`config.mk`:
```
export PLATFORM = sky130hd
export DESIGN_NAME = bmp_pixel_stream_blitter_top
export DESIGN_NICKNAME = d
export VERILOG_FILES = /design/src/design/bmpb_pkg.sv /design/src/design/bmpb_front.sv /design/src/design/bmpb_queue.sv /design/src/design/bmpb_back.sv /design/src/design/bmp_pixel_stream_blitter_top.sv
export SDC_FILE = /design/constraint.sdc
export NUM_CORES = 1
export LEC_CHECK = 0
export BUFFER_PORTS_ARGS = -buffer_cell sky130_fd_sc_hd__clkbuf_2
export CAP_MARGIN = 20
export CORE_MARGIN = 2
export CORE_UTILIZATION = 30
export CTS_CLUSTER_DIAMETER = 150
export DETAILED_ROUTE_END_ITERATION = 16
export PLACE_DENSITY = 0.43
export REMOVE_ABC_BUFFERS = 1
export SETUP_SLACK_MARGIN = 0.1
export SKIP_CTS_REPAIR_TIMING = 1
export SLEW_MARGIN = 20
export SYNTH_ARGS = -nofsm -noshare
export SYNTH_HDL_FRONTEND = slang
export SYNTH_SLANG_ARGS = --single-unit
```
`constraint.sdc`:
```
create_clock -name clk -period 7.45 [get_ports clk]
set_input_delay 0.745 -clock clk [delete_from_list [all_inputs] [get_ports clk]]
set_output_delay 0.745 -clock clk [all_outputs]
set_load 0.01 [all_outputs]
```
`src/design/bmpb_pkg.sv`:
```
// Shared types and constants for the BMP pixel stream blitter.
`default_nettype none
package bmpb_pkg;

	localparam int MAX_IMAGE_DIM = 4096;
	localparam int DIM_W = 13;
	localparam int COORD_W = 12;
	localparam int INDEX_W = 25;
	localparam int COLOR_W = 24;
	localparam int CFG_DATA_W = 13;
	localparam int CFG_INDEX_W = 3;
	localparam int QUEUE_DEPTH = 4;
	localparam int QUEUE_AW = $clog2(QUEUE_DEPTH);
	localparam int QUEUE_CW = $clog2(QUEUE_DEPTH + 1);

	localparam logic [DIM_W-1:0] MAX_DIM = DIM_W'(MAX_IMAGE_DIM);
	localparam logic [COLOR_W-1:0] KEY_COLOR = 24'hFF0000;
	localparam logic [5:0] BPP_24 = 6'd24;
	localparam logic [5:0] BPP_32 = 6'd32;

	typedef enum logic [CFG_INDEX_W-1:0] {
		REG_BITS_PER_PIXEL   = 3'd0,
		REG_IMAGE_WIDTH      = 3'd1,
		REG_IMAGE_HEIGHT     = 3'd2,
		REG_DEST_X           = 3'd3,
		REG_DEST_Y           = 3'd4,
		REG_VIEW_WIDTH       = 3'd5,
		REG_VIEW_HEIGHT      = 3'd6,
		REG_ROW_PITCH_PIXELS = 3'd7
	} cfg_reg_t;

	typedef struct packed {
		logic [5:0]             bits_per_pixel;
		logic [COORD_W-1:0]     image_width;
		logic signed [DIM_W-1:0] image_height;
		logic [COORD_W-1:0]     dest_x;
		logic [COORD_W-1:0]     dest_y;
		logic [DIM_W-1:0]       view_width;
		logic [DIM_W-1:0]       view_height;
		logic [DIM_W-1:0]       row_pitch_pixels;
	} cfg_t;

	typedef struct packed {
		logic [COLOR_W-1:0]      color;
		logic [COORD_W-1:0]      column;
		logic signed [DIM_W:0]   srow;
	} qent_t;

endpackage
`default_nettype wire

```
`src/design/bmpb_front.sv`:
```
// Byte parser: assembles pixels, tracks row, column and padding, pushes candidates.
`default_nettype none
module bmpb_front (
	input  wire logic                     clk,
	input  wire logic                     arst_n,
	input  wire bmpb_pkg::cfg_t           cfg,
	input  wire logic                     in_valid,
	output logic                          in_stall,
	input  wire logic [7:0]               pixel_byte,
	input  wire logic                     first_byte,
	input  wire logic                     q_full,
	output logic                          push,
	output bmpb_pkg::qent_t               push_data
);

	logic [1:0]                    pos_q, pos_n, pos_e;
	logic [7:0]                    blue_q, blue_n;
	logic [7:0]                    green_q, green_n;
	logic [bmpb_pkg::COORD_W-1:0]  col_q, col_n, col_e;
	logic [bmpb_pkg::DIM_W-1:0]    row_q, row_n, row_e, row_inc;
	logic [1:0]                    pad_q, pad_n, pad_e, pad_dec, pad_new;
	logic                          done_q, done_n, done_e;
	logic                          accept, depth_ok, is32;
	logic [1:0]                    last_pos;
	logic [bmpb_pkg::DIM_W-1:0]    w_eff, h_mag, h_eff;
	logic [bmpb_pkg::DIM_W-1:0]    col_inc;
	logic signed [bmpb_pkg::DIM_W:0] srow;

	assign in_stall = q_full;
	assign accept   = in_valid && !q_full;

	assign w_eff = ({1'b0, cfg.image_width} > bmpb_pkg::MAX_DIM) ? bmpb_pkg::MAX_DIM
		: {1'b0, cfg.image_width};
	assign h_mag = cfg.image_height[bmpb_pkg::DIM_W-1] ? bmpb_pkg::DIM_W'(-cfg.image_height)
		: bmpb_pkg::DIM_W'(cfg.image_height);
	assign h_eff = (h_mag > bmpb_pkg::MAX_DIM) ? bmpb_pkg::MAX_DIM : h_mag;

	assign is32     = (cfg.bits_per_pixel == bmpb_pkg::BPP_32);
	assign depth_ok = is32 || (cfg.bits_per_pixel == bmpb_pkg::BPP_24);
	assign last_pos = is32 ? 2'd3 : 2'd2;
	assign pad_new  = is32 ? 2'd0 : w_eff[1:0];

	assign pos_e  = first_byte ? 2'd0 : pos_q;
	assign col_e  = first_byte ? '0 : col_q;
	assign row_e  = first_byte ? '0 : row_q;
	assign pad_e  = first_byte ? 2'd0 : pad_q;
	assign done_e = first_byte ? ((w_eff == '0) || (h_eff == '0)) : done_q;

	assign srow = cfg.image_height[bmpb_pkg::DIM_W-1] ? $signed({1'b0, row_e})
		: $signed({1'b0, h_eff}) - $signed({1'b0, row_e}) - 14'sd1;

	assign push_data = {pixel_byte, green_q, blue_q, col_e, srow};

	always_comb begin
		pos_n   = pos_q;
		blue_n  = blue_q;
		green_n = green_q;
		col_n   = col_q;
		row_n   = row_q;
		pad_n   = pad_q;
		done_n  = done_q;
		push    = 1'b0;
		pad_dec = pad_e - 2'd1;
		row_inc = row_e + 1'b1;
		col_inc = {1'b0, col_e} + 1'b1;
		if (accept) begin
			pos_n  = pos_e;
			col_n  = col_e;
			row_n  = row_e;
			pad_n  = pad_e;
			done_n = done_e;
			if (!done_e && depth_ok) begin
				if (pad_e != 2'd0) begin
					pad_n = pad_dec;
					if (pad_dec == 2'd0) begin
						col_n = '0;
						row_n = row_inc;
						if (row_inc >= h_eff) begin
							done_n = 1'b1;
						end
					end
				end else begin
					case (pos_e)
						2'd0: blue_n = pixel_byte;
						2'd1: green_n = pixel_byte;
						2'd2: push = 1'b1;
						default: ;
					endcase
					if (pos_e >= last_pos) begin
						pos_n = 2'd0;
						col_n = col_inc[bmpb_pkg::COORD_W-1:0];
						if (col_inc >= w_eff) begin
							if (pad_new == 2'd0) begin
								col_n = '0;
								row_n = row_inc;
								if (row_inc >= h_eff) begin
									done_n = 1'b1;
								end
							end else begin
								pad_n = pad_new;
							end
						end
					end else begin
						pos_n = pos_e + 2'd1;
					end
				end
			end
		end
	end

	always_ff @(posedge clk or negedge arst_n) begin
		if (!arst_n) begin
			pos_q   <= 2'd0;
			blue_q  <= '0;
			green_q <= '0;
			col_q   <= '0;
			row_q   <= '0;
			pad_q   <= 2'd0;
			done_q  <= 1'b1;
		end else begin
			pos_q   <= pos_n;
			blue_q  <= blue_n;
			green_q <= green_n;
			col_q   <= col_n;
			row_q   <= row_n;
			pad_q   <= pad_n;
			done_q  <= done_n;
		end
	end

endmodule
`default_nettype wire

```
`src/design/bmpb_queue.sv`:
```
// Short queue of pixel candidates between parser and output pipeline.
`default_nettype none
module bmpb_queue (
	input  wire logic               clk,
	input  wire logic               arst_n,
	input  wire logic               push,
	input  wire bmpb_pkg::qent_t    push_data,
	input  wire logic               pop,
	output bmpb_pkg::qent_t         pop_data,
	output logic                    full,
	output logic                    empty
);

	bmpb_pkg::qent_t                 mem_q [bmpb_pkg::QUEUE_DEPTH];
	logic [bmpb_pkg::QUEUE_AW-1:0]   wr_ptr_q, rd_ptr_q;
	logic [bmpb_pkg::QUEUE_CW-1:0]   count_q;

	assign full     = (count_q == bmpb_pkg::QUEUE_CW'(bmpb_pkg::QUEUE_DEPTH));
	assign empty    = (count_q == '0);
	assign pop_data = mem_q[rd_ptr_q];

	always_ff @(posedge clk) begin
		if (push) begin
			mem_q[wr_ptr_q] <= push_data;
		end
	end

	always_ff @(posedge clk or negedge arst_n) begin
		if (!arst_n) begin
			wr_ptr_q <= '0;
			rd_ptr_q <= '0;
			count_q  <= '0;
		end else begin
			if (push) begin
				wr_ptr_q <= wr_ptr_q + 1'b1;
			end
			if (pop) begin
				rd_ptr_q <= rd_ptr_q + 1'b1;
			end
			case ({push, pop})
				2'b10:   count_q <= count_q + 1'b1;
				2'b01:   count_q <= count_q - 1'b1;
				default: count_q <= count_q;
			endcase
		end
	end

	a_no_overflow: assert property (@(posedge clk) disable iff (!arst_n) !(push && full))
		else $error("queue push while full");
	a_no_underflow: assert property (@(posedge clk) disable iff (!arst_n) !(pop && empty))
		else $error("queue pop while empty");
	a_count_range: assert property (@(posedge clk) disable iff (!arst_n)
		count_q <= bmpb_pkg::QUEUE_CW'(bmpb_pkg::QUEUE_DEPTH))
		else $error("queue count out of range");

endmodule
`default_nettype wire

```
`src/design/bmpb_back.sv`:
```
// Output pipeline: clip and key test, then framebuffer index multiply.
`default_nettype none
module bmpb_back (
	input  wire logic                          clk,
	input  wire logic                          arst_n,
	input  wire bmpb_pkg::cfg_t                cfg,
	input  wire logic                          q_empty,
	input  wire bmpb_pkg::qent_t               q_data,
	output logic                               pop,
	output logic                               out_valid,
	input  wire logic                          out_stall,
	output logic [bmpb_pkg::INDEX_W-1:0]       pixel_index,
	output logic [bmpb_pkg::COLOR_W-1:0]       pixel_color
);

	logic                           valid_s1, valid_s2;
	logic [bmpb_pkg::DIM_W-1:0]     px_s1, py_s1;
	logic [bmpb_pkg::COLOR_W-1:0]   color_s1, color_s2;
	logic [bmpb_pkg::INDEX_W-1:0]   index_s2;
	logic                           adv1, adv2, keep;
	logic [bmpb_pkg::DIM_W-1:0]     px, py;
	logic [2*bmpb_pkg::DIM_W-1:0]   index_full;

	assign adv2 = !valid_s2 || !out_stall;
	assign adv1 = !valid_s1 || adv2;
	assign pop  = adv1 && !q_empty;

	assign px   = {1'b0, cfg.dest_x} + {1'b0, q_data.column};
	assign py   = {1'b0, cfg.dest_y} + q_data.srow[bmpb_pkg::DIM_W-1:0];
	assign keep = !q_data.srow[bmpb_pkg::DIM_W] && (px < cfg.view_width)
		&& (py < cfg.view_height) && (q_data.color != bmpb_pkg::KEY_COLOR);

	assign index_full = py_s1 * cfg.row_pitch_pixels + {{bmpb_pkg::DIM_W{1'b0}}, px_s1};

	always_ff @(posedge clk) begin
		if (adv1) begin
			px_s1    <= px;
			py_s1    <= py;
			color_s1 <= q_data.color;
		end
		if (adv2) begin
			index_s2 <= index_full[bmpb_pkg::INDEX_W-1:0];
			color_s2 <= color_s1;
		end
	end

	always_ff @(posedge clk or negedge arst_n) begin
		if (!arst_n) begin
			valid_s1 <= 1'b0;
			valid_s2 <= 1'b0;
		end else begin
			if (adv1) begin
				valid_s1 <= !q_empty && keep;
			end
			if (adv2) begin
				valid_s2 <= valid_s1;
			end
		end
	end

	assign out_valid   = valid_s2;
	assign pixel_index = index_s2;
	assign pixel_color = color_s2;

	a_no_key: assert property (@(posedge clk) disable iff (!arst_n)
		out_valid |-> (pixel_color != bmpb_pkg::KEY_COLOR))
		else $error("transparent color emitted");

endmodule
`default_nettype wire

```
`src/design/bmp_pixel_stream_blitter_top.sv`:
```
// Top level of the BMP pixel stream blitter: registers, parser, queue, output pipeline.
// Throughput: one byte word per cycle while the queue is not full; the parser updates all
// position state for each byte it takes. A kept pixel's red byte is written into the queue,
// then passes the clip and key stage and the index multiply stage, which drives the output.
// The four-word queue lets the parser take bytes during an output stall until it is full.
// Reset clears all position state, marks the image done and loads register defaults.
`default_nettype none
module bmp_pixel_stream_blitter_top (
	input  wire logic                              clk,
	input  wire logic                              arst_n,
	input  wire logic                              cfg_wr_en,
	input  wire logic [bmpb_pkg::CFG_INDEX_W-1:0]  cfg_index,
	input  wire logic [bmpb_pkg::CFG_DATA_W-1:0]   cfg_data,
	input  wire logic                              in_valid,
	output logic                                   in_stall,
	input  wire logic [7:0]                        pixel_byte,
	input  wire logic                              first_byte,
	output logic                                   out_valid,
	input  wire logic                              out_stall,
	output logic [bmpb_pkg::INDEX_W-1:0]           pixel_index,
	output logic [bmpb_pkg::COLOR_W-1:0]           pixel_color
);

	bmpb_pkg::cfg_t   cfg_q;
	bmpb_pkg::qent_t  push_data, pop_data;
	logic             push, pop, q_full, q_empty;

	always_ff @(posedge clk or negedge arst_n) begin
		if (!arst_n) begin
			cfg_q <= {bmpb_pkg::BPP_24, {($bits(bmpb_pkg::cfg_t) - 6){1'b0}}};
		end else if (cfg_wr_en) begin
			case (bmpb_pkg::cfg_reg_t'(cfg_index))
				bmpb_pkg::REG_BITS_PER_PIXEL:   cfg_q.bits_per_pixel   <= cfg_data[5:0];
				bmpb_pkg::REG_IMAGE_WIDTH:      cfg_q.image_width      <= cfg_data[11:0];
				bmpb_pkg::REG_IMAGE_HEIGHT:     cfg_q.image_height     <= $signed(cfg_data);
				bmpb_pkg::REG_DEST_X:           cfg_q.dest_x           <= cfg_data[11:0];
				bmpb_pkg::REG_DEST_Y:           cfg_q.dest_y           <= cfg_data[11:0];
				bmpb_pkg::REG_VIEW_WIDTH:       cfg_q.view_width       <= cfg_data;
				bmpb_pkg::REG_VIEW_HEIGHT:      cfg_q.view_height      <= cfg_data;
				bmpb_pkg::REG_ROW_PITCH_PIXELS: cfg_q.row_pitch_pixels <= cfg_data;
				default: ;
			endcase
		end
	end

	bmpb_front u_front (
		.clk        (clk),
		.arst_n     (arst_n),
		.cfg        (cfg_q),
		.in_valid   (in_valid),
		.in_stall   (in_stall),
		.pixel_byte (pixel_byte),
		.first_byte (first_byte),
		.q_full     (q_full),
		.push       (push),
		.push_data  (push_data)
	);

	bmpb_queue u_queue (
		.clk        (clk),
		.arst_n     (arst_n),
		.push       (push),
		.push_data  (push_data),
		.pop        (pop),
		.pop_data   (pop_data),
		.full       (q_full),
		.empty      (q_empty)
	);

	bmpb_back u_back (
		.clk         (clk),
		.arst_n      (arst_n),
		.cfg         (cfg_q),
		.q_empty     (q_empty),
		.q_data      (pop_data),
		.pop         (pop),
		.out_valid   (out_valid),
		.out_stall   (out_stall),
		.pixel_index (pixel_index),
		.pixel_color (pixel_color)
	);

endmodule
`default_nettype wire

```
# After elaboration in Yosys (flattened, before gate mapping)
# Memories as Yosys holds them, arrays and structs flattened.
# Index checks and enable logic that the tools add are counted.
# classes
order_cmp	7
eq_ne	15
div	0
reduce_logical	37
mul	1
mux	45
n_shift	0
bitwise	1
n_addsub	14
# op_table
cell	count
2-to-1 mux 13 bit	10
2-to-1 mux 12 bit	7
>= comparator 13 bit	2
zero test 13 bit	2
< comparator 13 bit	2
adder 25 x 13 -> 25 bit	1
multiplier 13 x 13 -> 25 bit	1
!= test 24 bit (second input constant)	1
2-to-1 mux 2 bit	11
AND reduction 2 bit	8
== test 3 bit (second input constant)	5
2-to-1 mux 1 bit	15
2-to-1 mux 14 bit	1
subtractor 13 x 13 -> 14 bit	1
subtractor 14 x 2 -> 14 bit (second input constant)	1
adder 12 x 1 -> 13 bit (second input constant)	1
adder 12 x 12 -> 13 bit	1
adder 12 x 13 -> 13 bit	1
adder 13 x 1 -> 13 bit (second input constant)	1
greater-than comparator 12 x 13 -> 1 bit (second input constant)	1
greater-than comparator 13 bit (second input constant)	1
negator 13 bit	1
AND reduction 4 bit	2
logical AND 1 bit	7
18 further kinds	36
# totals
mem_bits_rw	200
memories	1
output_inout_bits	51
inputBits	30
reg_bits	248
latchBits	0
rom_bits	0
# mem_list
name	depth	width	rd	rd_clocked_by_memory_dff	wr	line_no	text
u_queue.mem_q	4	50	1	0	1	bmpb_queue.sv:14	bmpb_pkg::qent_t mem_q [bmpb_pkg::QUEUE_DEPTH];

# Longest topological paths before layout
# Gate-level depths: netlist of run 1.
# depth
ltp_word	13
mapped_depth	24

# Hierarchy
# A second synthesis of run 1 with hierarchy kept.
# unflattened
hier_cells	2184
area_unflattened_um2	27112.3
# by_module_without_submodules
module	area_each_um2	instances	cells_per_inst
bmpb_back	10936.7	1	1069
bmpb_queue	7673.6	1	299
bmpb_front	4923.5	1	611
bmp_pixel_stream_blitter_top	3578.4	1	205

# Least setup slack after synthesis of run 1
# Ideal clock, no wire load.
# synth_timing
kind	register to register
from	register cfg_q[1] (netlist name)
to	register u_back.index_s2 (netlist bit u_back.pixel_index[22]), data pin
stages_incl_launch_ff	24
setup_time_ps	258
path_slack_ps	1181
arrival_time_ps	6011
synth_period_minus_slack_ps	6269
t_required_ps	7192
path_buffers	1
cell_sequence	dfrtp_1 clkbuf_1 and2_1 fa_1 inv_1 fa_1 inv_1 fa_1 inv_1 fa_1 inv_1 fa_1 inv_1 fa_1 inv_1 ha_1 a21o_1 a21oi_1 o31a_1 o21ai_1 or4b_2 a31o_2 a21oi_1 xnor2_1
# synth_between
elab_chain_len	2
# synth_lines
element	line_no	text
from (decl)	bmp_pixel_stream_blitter_top.sv:24	bmpb_pkg::cfg_t cfg_q;
from (signal assigned)	bmp_pixel_stream_blitter_top.sv:30	cfg_q <= {bmpb_pkg::BPP_24, {($bits(bmpb_pkg::cfg_t) - 6){1'b0}}};
multiplier 13 x 13 -> 25 bit	bmpb_back.sv:33	assign index_full = py_s1 * cfg.row_pitch_pixels + {{bmpb_pkg::DIM_W{1'b0}}, px_s1};
adder 25 x 13 -> 25 bit	bmpb_back.sv:33	
named net u_back.index_full, one bit	bmpb_back.sv:22	logic [2*bmpb_pkg::DIM_W-1:0] index_full;
to (signal assigned)	bmpb_back.sv:42	index_s2 <= index_full[bmpb_pkg::INDEX_W-1:0];
to (decl)	bmpb_back.sv:19	logic [bmpb_pkg::INDEX_W-1:0] index_s2;
# The timed path passes the listed nets, and every way through them passes these cells.
# A chain may end at the register's enable or synchronous reset.

# Worst setup path after layout of run 1
# Same ends and word-level chain as after synthesis.

==> impl_metrics.py, run 1 <==
metrics = {
    "critical_path": {
        "worst-setup-path-type": "register to register",
        "worst_ep_required_time_ns": 7.78,
        "worstPathArrival_ns": 7.02,
        "critPathLaunch": "cfg_q[1]",
        "crit_path_start_kind": "register",
        "timing.rr.start": "cfg_q[1]",
        "critical_path_peak_fanout": 14,
        "reg2regPathDepth": 22,
        "worst_setup_path_end_kind": "register",
    },
    "place": {
        "gpl.final_weighted_congestion": 0.798,
        "dp_hpwl_um": 47800,
        "port_buffers": 80,
    },
    "sta": {
        "report.final.setup_viol": 0,
        "slew-limit-headroom_pct": 34.5,
        "slew_of_the_pin_with_the_lowest_slew_margin_ns": 0.980,
        "report.final.hold_viol_count": 0,
        "setup_tns_ns": 0,
        "layout_min_cycle_time_ns": 6.69,
        "max_clock_freq_mhz": 150,
        "finClkSkew_ns": 0.0484,
        "setup_repair_after_global_routing_missed_its_margin": "no",
        "timing.final.crit_share_pct": 89.7,
        "timing_max_transition_violations_final": 0,
    },
    "yosys": {
        "post_synth_edffs": 299,
        "synthesis.instances": 2139,
        "post_synthesis_cell_area_sq_mm": 0.0266,
        "ys_ff_latch": 448,
        "synth.yosys.seq_area_share_pct": 47.8,
        "postSynth.asyncResetShare_pct": 33.3,
        "synthesis.area_per_instance_sq_um": 12.4,
        "synth.distinct_cells": 76,
        "yosysWarningCount": 0,
        "yosys_most_used_dff": "edfxtp_1",
    },
    "floorplan": {
        "total_core_area_sq_mm": 0.0881,
        "placementRows": 109,
        "floorplan.io_pins": 81,
        "die_width_um": 302,
        "fp.dieH_um": 302,
        "initial_core_util_pct": 30.2,
        "fp.dieArea_sq_mm": 0.0911,
    },
    "route": {
        "totalWireLength_um": 66500,
        "drt-pass1-iter-count": 5,
        "drtAntennaViolNets": 0,
        "dr_total_vias": 16400,
        "detail_route.vias_per_cell": 4.78,
        "route.detailed.wl_per_inst_um": 19.4,
        "initialDrtViolationCount": 895,
        "drc": 0,
    },
    "grt": {
        "pin_count_of_the_biggest_net_entering_global_routing": 68,
        "initial_antenna_violation_count": 2,
        "grt-ovfl-total": 0,
        "vias_in_the_first_global_route": 17400,
        "track_usage_pct": 14.8,
        "grt_pass1_wl_um": 104000,
    },
    "cts": {
        "clkLatencyLatePin_ns": 0.63,
        "cts_buffers": 52,
        "tritoncts_num_sinks": 448,
        "clockBufferDepth": 3,
        "clk_transition_reported_paths_ns": 0.06,
        "cts.htree.levels": 2,
        "cell_at_the_root_of_the_clock_tree": "clkbuf_16",
        "cts_tree": "done",
    },
    "min_path": {
        "timing.hold.worst_path_depth": 1,
        "min-delay-start": "pixel_byte[2]",
        "hold_path.class": "input pin to register",
    },
    "finish": {
        "num-nets-final": 2558,
        "fraction_of_final_layout_cells_with_drive_strength_greater_than_1_pct": 16.0,
        "area.growth.synth_to_final_pct": 13.3,
    },
    "run": {
        "timing.max_cap.violations": 0,
    },
    "run_status": {
        "outcome": "finished, final reports clean",
    },
}
worst max-delay path, stage by stage (launching register included):
cell,delay (ns)
dfrtp_1,0.51
and2_1,0.25
fa_1,0.53
inv_1,0.05
fa_1,0.48
inv_1,0.06
fa_1,0.49
inv_1,0.05
fa_1,0.53
inv_1,0.05
fa_1,0.47
inv_1,0.05
fa_1,0.53
inv_1,0.04
ha_1,0.34
a21o_1,0.20
a21oi_1,0.14
o31a_1,0.23
o21ai_1,0.24
or4b_2,0.69
a31o_2,0.25
a21oi_1,0.17
xnor2_1,0.08
sequential cells by signal (all words and copies together), names as in the netlist, 3 cells and up:
signal / cells
u_back.px_s1: 13
u_back.pixel_color: 24
u_back.color_s1: 24
u_front.row_q: 13
u_back.py_s1: 13
u_front.green_q: 8
u_front.col_q: 12
u_front.blue_q: 8
cfg_q: 94
u_queue.mem_q: 200
u_back.pixel_index: 25
u_queue.count_q: 3
cell usage in the layout, fill, tap and decap left out, types with 7 or more instances in the layout:
cell,n
nor3_1,19
a22o_1,16
clkbuf_2,79
fa_1,133
nand3_1,17
a211oi_1,8
mux2_2,91
o211ai_1,7
o21bai_1,10
clkinv_2,8
a31oi_1,11
dfrtp_1,144
mux4_2,50
buf_4,20
a21oi_1,48
o31a_1,7
o21ai_0,77
xor2_1,24
and2_1,95
a21o_1,34
nand2b_1,13
xnor2_1,67
mux2_1,8
inv_1,245
nor2_1,85
nand4_1,11
ha_1,183
nand2_1,167
clkbuf_8,12
nor2b_1,28
clkbuf_16,52
edfxtp_1,299
clkbuf_1,7
and3_1,18
o21a_1,19
stage by stage:
stage / hold WS [ns] / util [%] / cells / cell area, sq um / worst slack, ns
4_1_cts: -0.0331 / 34.2 / 3419 / 30100 / 0.671
6_report: 0.383 / 34.2 / 3423 / 30100 / 0.765
3_3_place_gp: 0.401 / 32.1 / 3322 / 28300 / 0.688
5_1_grt: 0.368 / 34.2 / 3420 / 30100 / 0.448
2_1_floorplan: 0.400 / - / 2057 / 26300 / 1.22
3_5_place_dp: 0.405 / 32.1 / 3322 / 28300 / 0.670
cell type report:
type	count	area [sq um]
Multi-Input combinational cell	1363	12700
Fill cell	8743	58000
Antenna cell	3	7.51
Clock inverter	26	288
Inverter	246	923
Timing Repair Buffer	101	567
Clock buffer	71	1490
Tap cell	1165	1460
Sequential cell	448	12700
cells by family after synthesis:
group           Yosys count  synth area share [%]
simple gates            506                  9.67
buf+inv                 328                  4.71
flops                   448                  47.8
xor+xnor                 92                  3.06
fa+ha+maj               317                  18.7
compound gates          295                  7.53
mux                     153                  8.58
synthesized netlist by cell type, drive strengths merged (5+ instances only):
| cell type | instances | share of area [%] |
|---|---|---|
| a22o | 16 | 0.53 |
| nor2 | 85 | 1.2 |
| o2111ai | 6 | 0.22 |
| xor2 | 25 | 0.85 |
| a32oi | 6 | 0.20 |
| nand4b | 5 | 0.16 |
| nand2b | 13 | 0.31 |
| dfrtp | 146 | 14 |
| o211ai | 7 | 0.20 |
| a21o | 34 | 0.96 |
| o31a | 7 | 0.23 |
| nor4b | 6 | 0.20 |
| inv | 246 | 3.5 |
| a2111oi | 5 | 0.21 |
| nor3 | 19 | 0.36 |
| nor2b | 28 | 0.66 |
| o21ai | 79 | 1.5 |
| or3 | 6 | 0.14 |
| o21a | 19 | 0.54 |
| nor4 | 7 | 0.24 |
| o21bai | 10 | 0.28 |
| nand4 | 11 | 0.26 |
| mux4 | 50 | 4.2 |
| nand3 | 18 | 0.34 |
| clkbuf | 65 | 0.92 |
| a31oi | 11 | 0.26 |
| nand2 | 168 | 2.4 |
| and2 | 95 | 2.2 |
| or2 | 6 | 0.14 |
| o31ai | 5 | 0.14 |
| mux2 | 99 | 4.2 |
| nor3b | 6 | 0.17 |
| xnor2 | 67 | 2.2 |
| ha | 183 | 8.6 |
| and3 | 22 | 0.52 |
| edfxtp | 299 | 34 |
| fa | 133 | 10 |
| a21oi | 48 | 0.90 |
| a211oi | 8 | 0.23 |
| buf | 17 | 0.32 |
layer usage:
metal  vias to the layer above  part of all wire [%]  GRT usage [%]
met3                        83                   2.9           2.12
met1                      8384                    48           20.3
met2                       241                    47           24.6
li1                       7659                     -              -
met5                         -                 0.041              0
met4                         4                   2.3           4.24
worst paths after layout:
| kind | endpoint | slack [ns] |
|---|---|---|
| worst max-delay path | u_back.pixel_index[22] | 0.76 |
| min in group asynchronous | u_front.green_q[6] | 0.59 |
| worst min register to register | u_back.pixel_color[19] | 0.42 |
| worst min-delay path | u_queue.mem_q[2][44] | 0.38 |
| worst max register to register | u_back.pixel_index[22] | 0.76 |
| max in group asynchronous | cfg_q[66] | 5.54 |
Power of run 1 is not shown: default switching activity piles up to over one toggle a cycle in this logic, so the estimate is an artifact.
==> inputs of run 2 (changes only) <==
==> constraint.sdc (replaced) <==
create_clock -name clk -period 7.45 [get_ports clk]
set_input_delay 0.3725 -clock clk [delete_from_list [all_inputs] [get_ports clk]]
set_output_delay 0.3725 -clock clk [all_outputs]
set_load 0.01 [all_outputs]
==> run 2 against run 1 <==
Hold slack worse by 0.36 ns; clock-buffer cell count up 2; largest cell class unchanged; worst setup slack lost 0.069 ns; clock skew is 0.0020 ns higher; final cell count barely moved; global-route usage barely moved; highest routed layer unchanged; routed wire length hardly changed; non-clock buffer count grew 1; fmax shrank 1.0%; critical path depth stayed put; first-iteration DRC count grew 14%; flip-flop and latch count did not move.
==> impl_metrics.py, run 2 (synthesis gave the netlist of run 1 again) <==
metrics = {
    "sta": {
        "report.final.hold_viol_count": 0,
        "max_clock_freq_mhz": 148,
        "fin_hold_ws_ns": 0.0239,
        "finClkSkew_ns": 0.0504,
        "slew_of_the_pin_with_the_lowest_slew_margin_ns": 0.987,
        "slew-limit-headroom_pct": 33.3,
        "setup_repair_after_global_routing_missed_its_margin": "no",
        "timing.final.crit_share_pct": 90.7,
        "setup_tns_ns": 0,
        "timing_max_transition_violations_final": 0,
        "report.final.setup_viol": 0,
        "layout_min_cycle_time_ns": 6.75,
    },
    "route": {
        "initialDrtViolationCount": 1019,
        "drtAntennaViolNets": 0,
        "route.detailed.wl_per_inst_um": 19.4,
        "drt-pass1-iter-count": 5,
        "totalWireLength_um": 66500,
        "detail_route.vias_per_cell": 4.78,
        "drc": 0,
        "dr_total_vias": 16400,
    },
    "floorplan": {
        "initial_core_util_pct": 30.2,
        "floorplan.io_pins": 81,
        "fp.dieArea_sq_mm": 0.0911,
        "placementRows": 109,
        "total_core_area_sq_mm": 0.0881,
        "die_width_um": 302,
        "fp.dieH_um": 302,
    },
    "finish": {
        "layout_commonest_cell": "edfxtp_1",
        "fraction_of_final_layout_cells_with_drive_strength_greater_than_1_pct": 15.9,
        "num-fill-cells": 8804,
        "mostFrequentLayoutCells": "edfxtp_1, inv_1, ha_1",
        "seq_area_sq_mm": 0.0127,
        "area.growth.synth_to_final_pct": 13.5,
        "largest_register_ff_count": 200,
        "regMostFlops": "u_queue.mem_q",
        "multiInputGateArea_sq_mm": 0.0127,
        "num-nets-final": 2560,
    },
    "cts": {
        "clk_transition_reported_paths_ns": 0.06,
        "tritoncts_num_sinks": 448,
        "clockBufferDepth": 3,
        "cts.htree.levels": 2,
        "cts_tree": "done",
        "clkLatencyLatePin_ns": 0.63,
        "cts_buffers": 53,
        "cell_at_the_root_of_the_clock_tree": "clkbuf_16",
    },
    "critical_path": {
        "crit_path_start_kind": "register",
        "timing.rr.start": "cfg_q[1]",
        "worst_setup_path_end_kind": "register",
        "worstPathArrival_ns": 7.08,
        "critical_path_peak_fanout": 14,
        "critPathLaunch": "cfg_q[1]",
        "critical_path.reg2reg.endpoint": "u_back.pixel_index[22]",
        "worst_ep_required_time_ns": 7.78,
        "worstSetupEndpoint": "u_back.pixel_index[22]",
        "worst-setup-path-type": "register to register",
        "reg2regPathDepth": 22,
        "r2r_slack_ns": 0.70,
    },
    "min_path": {
        "hold_path.class": "input pin to register",
        "timing.hold.worst_path_depth": 1,
    },
    "place": {
        "dp_hpwl_um": 47700,
        "gpl.final_weighted_congestion": 0.799,
        "port_buffers": 80,
    },
    "run": {
        "timing.max_cap.violations": 0,
    },
    "grt": {
        "track_usage_pct": 14.8,
        "grt_pass1_wl_um": 104000,
        "initial_antenna_violation_count": 6,
        "vias_in_the_first_global_route": 17300,
        "pin_count_of_the_biggest_net_entering_global_routing": 68,
        "grt-ovfl-total": 0,
    },
    "run_status": {
        "outcome": "finished, final reports clean",
    },
}
[run 2: changes by cell type in the layout (fill, tap and decap cells not counted), moves of 2 or more]
cell	change
dlygate4sd3_1	+2
clkbuf_8	-5
inv_6	+2
clkbuf_1	+6
clkinv_1	-2
clkinv_4	+3
clkinvlp_4	-2
inv_16	+2
bufinv_16	+2
[run 2: worst min-delay path by stage]
stage	startpoint	to	slack [ns]
4_1_cts	arst_n	u_front.blue_q[4]	-0.39
5_1_grt	pixel_byte[1]	u_queue.mem_q[3][43]	0.009
2_1_floorplan	arst_n	cfg_q[0]	0.08
3_5_place_dp	arst_n	u_front.green_q[6]	0.31
6_report	pixel_byte[1]	u_queue.mem_q[3][43]	0.02
3_3_place_gp	arst_n	u_front.green_q[6]	0.28
[run 2: routing by layer]
metal / wire length [um] / GRT usage, % / vias to the layer above / share of wire (%)
li1: - / - / 7667 / -
met1: 31200 / 20.4 / 8373 / 47
met2: 31300 / 24.4 / 254 / 47
met3: 2420 / 2.18 / 91 / 3.6
met4: 1560 / 4.09 / 4 / 2.3
met5: 33 / 0 / - / 0.050
[run 2: worst max-delay path: stages, from the launching register on]
cell	delay [ns]
dfrtp_1	0.52
and2_1	0.25
fa_1	0.54
inv_1	0.05
fa_1	0.48
inv_1	0.05
fa_1	0.50
inv_1	0.06
fa_1	0.53
inv_1	0.05
fa_1	0.47
inv_1	0.05
fa_1	0.52
inv_1	0.04
ha_1	0.34
a21o_1	0.19
a21oi_1	0.14
o31a_1	0.22
o21ai_1	0.26
or4b_2	0.71
a31o_2	0.25
a21oi_1	0.17
xnor2_1	0.09
[run 2: cell type report]
cell class,count,area share (%)
clock inverters,27,1.15
inverters,246,3.06
diodes,2,0.0166
well taps,1165,4.83
repair buffers,102,1.92
flip-flops and latches,448,42.1
multi-input cells,1363,42.0
clock buffers,73,4.88
[run 2: through the flow]
| stage | cell area, sq um | cells | util (%) | setup slack [ns] |
|---|---|---|---|---|
| floorplan | 26300 | 2057 | - | 1.22 |
| global placement | 28300 | 3321 | 32.1 | 0.697 |
| detailed placement | 28300 | 3321 | 32.1 | 0.643 |
| CTS | 30100 | 3421 | 34.2 | 0.647 |
| global route | 30200 | 3424 | 34.2 | 0.367 |
| finish | 30200 | 3426 | 34.3 | 0.696 |
Power of run 2 is left out for the same reason.
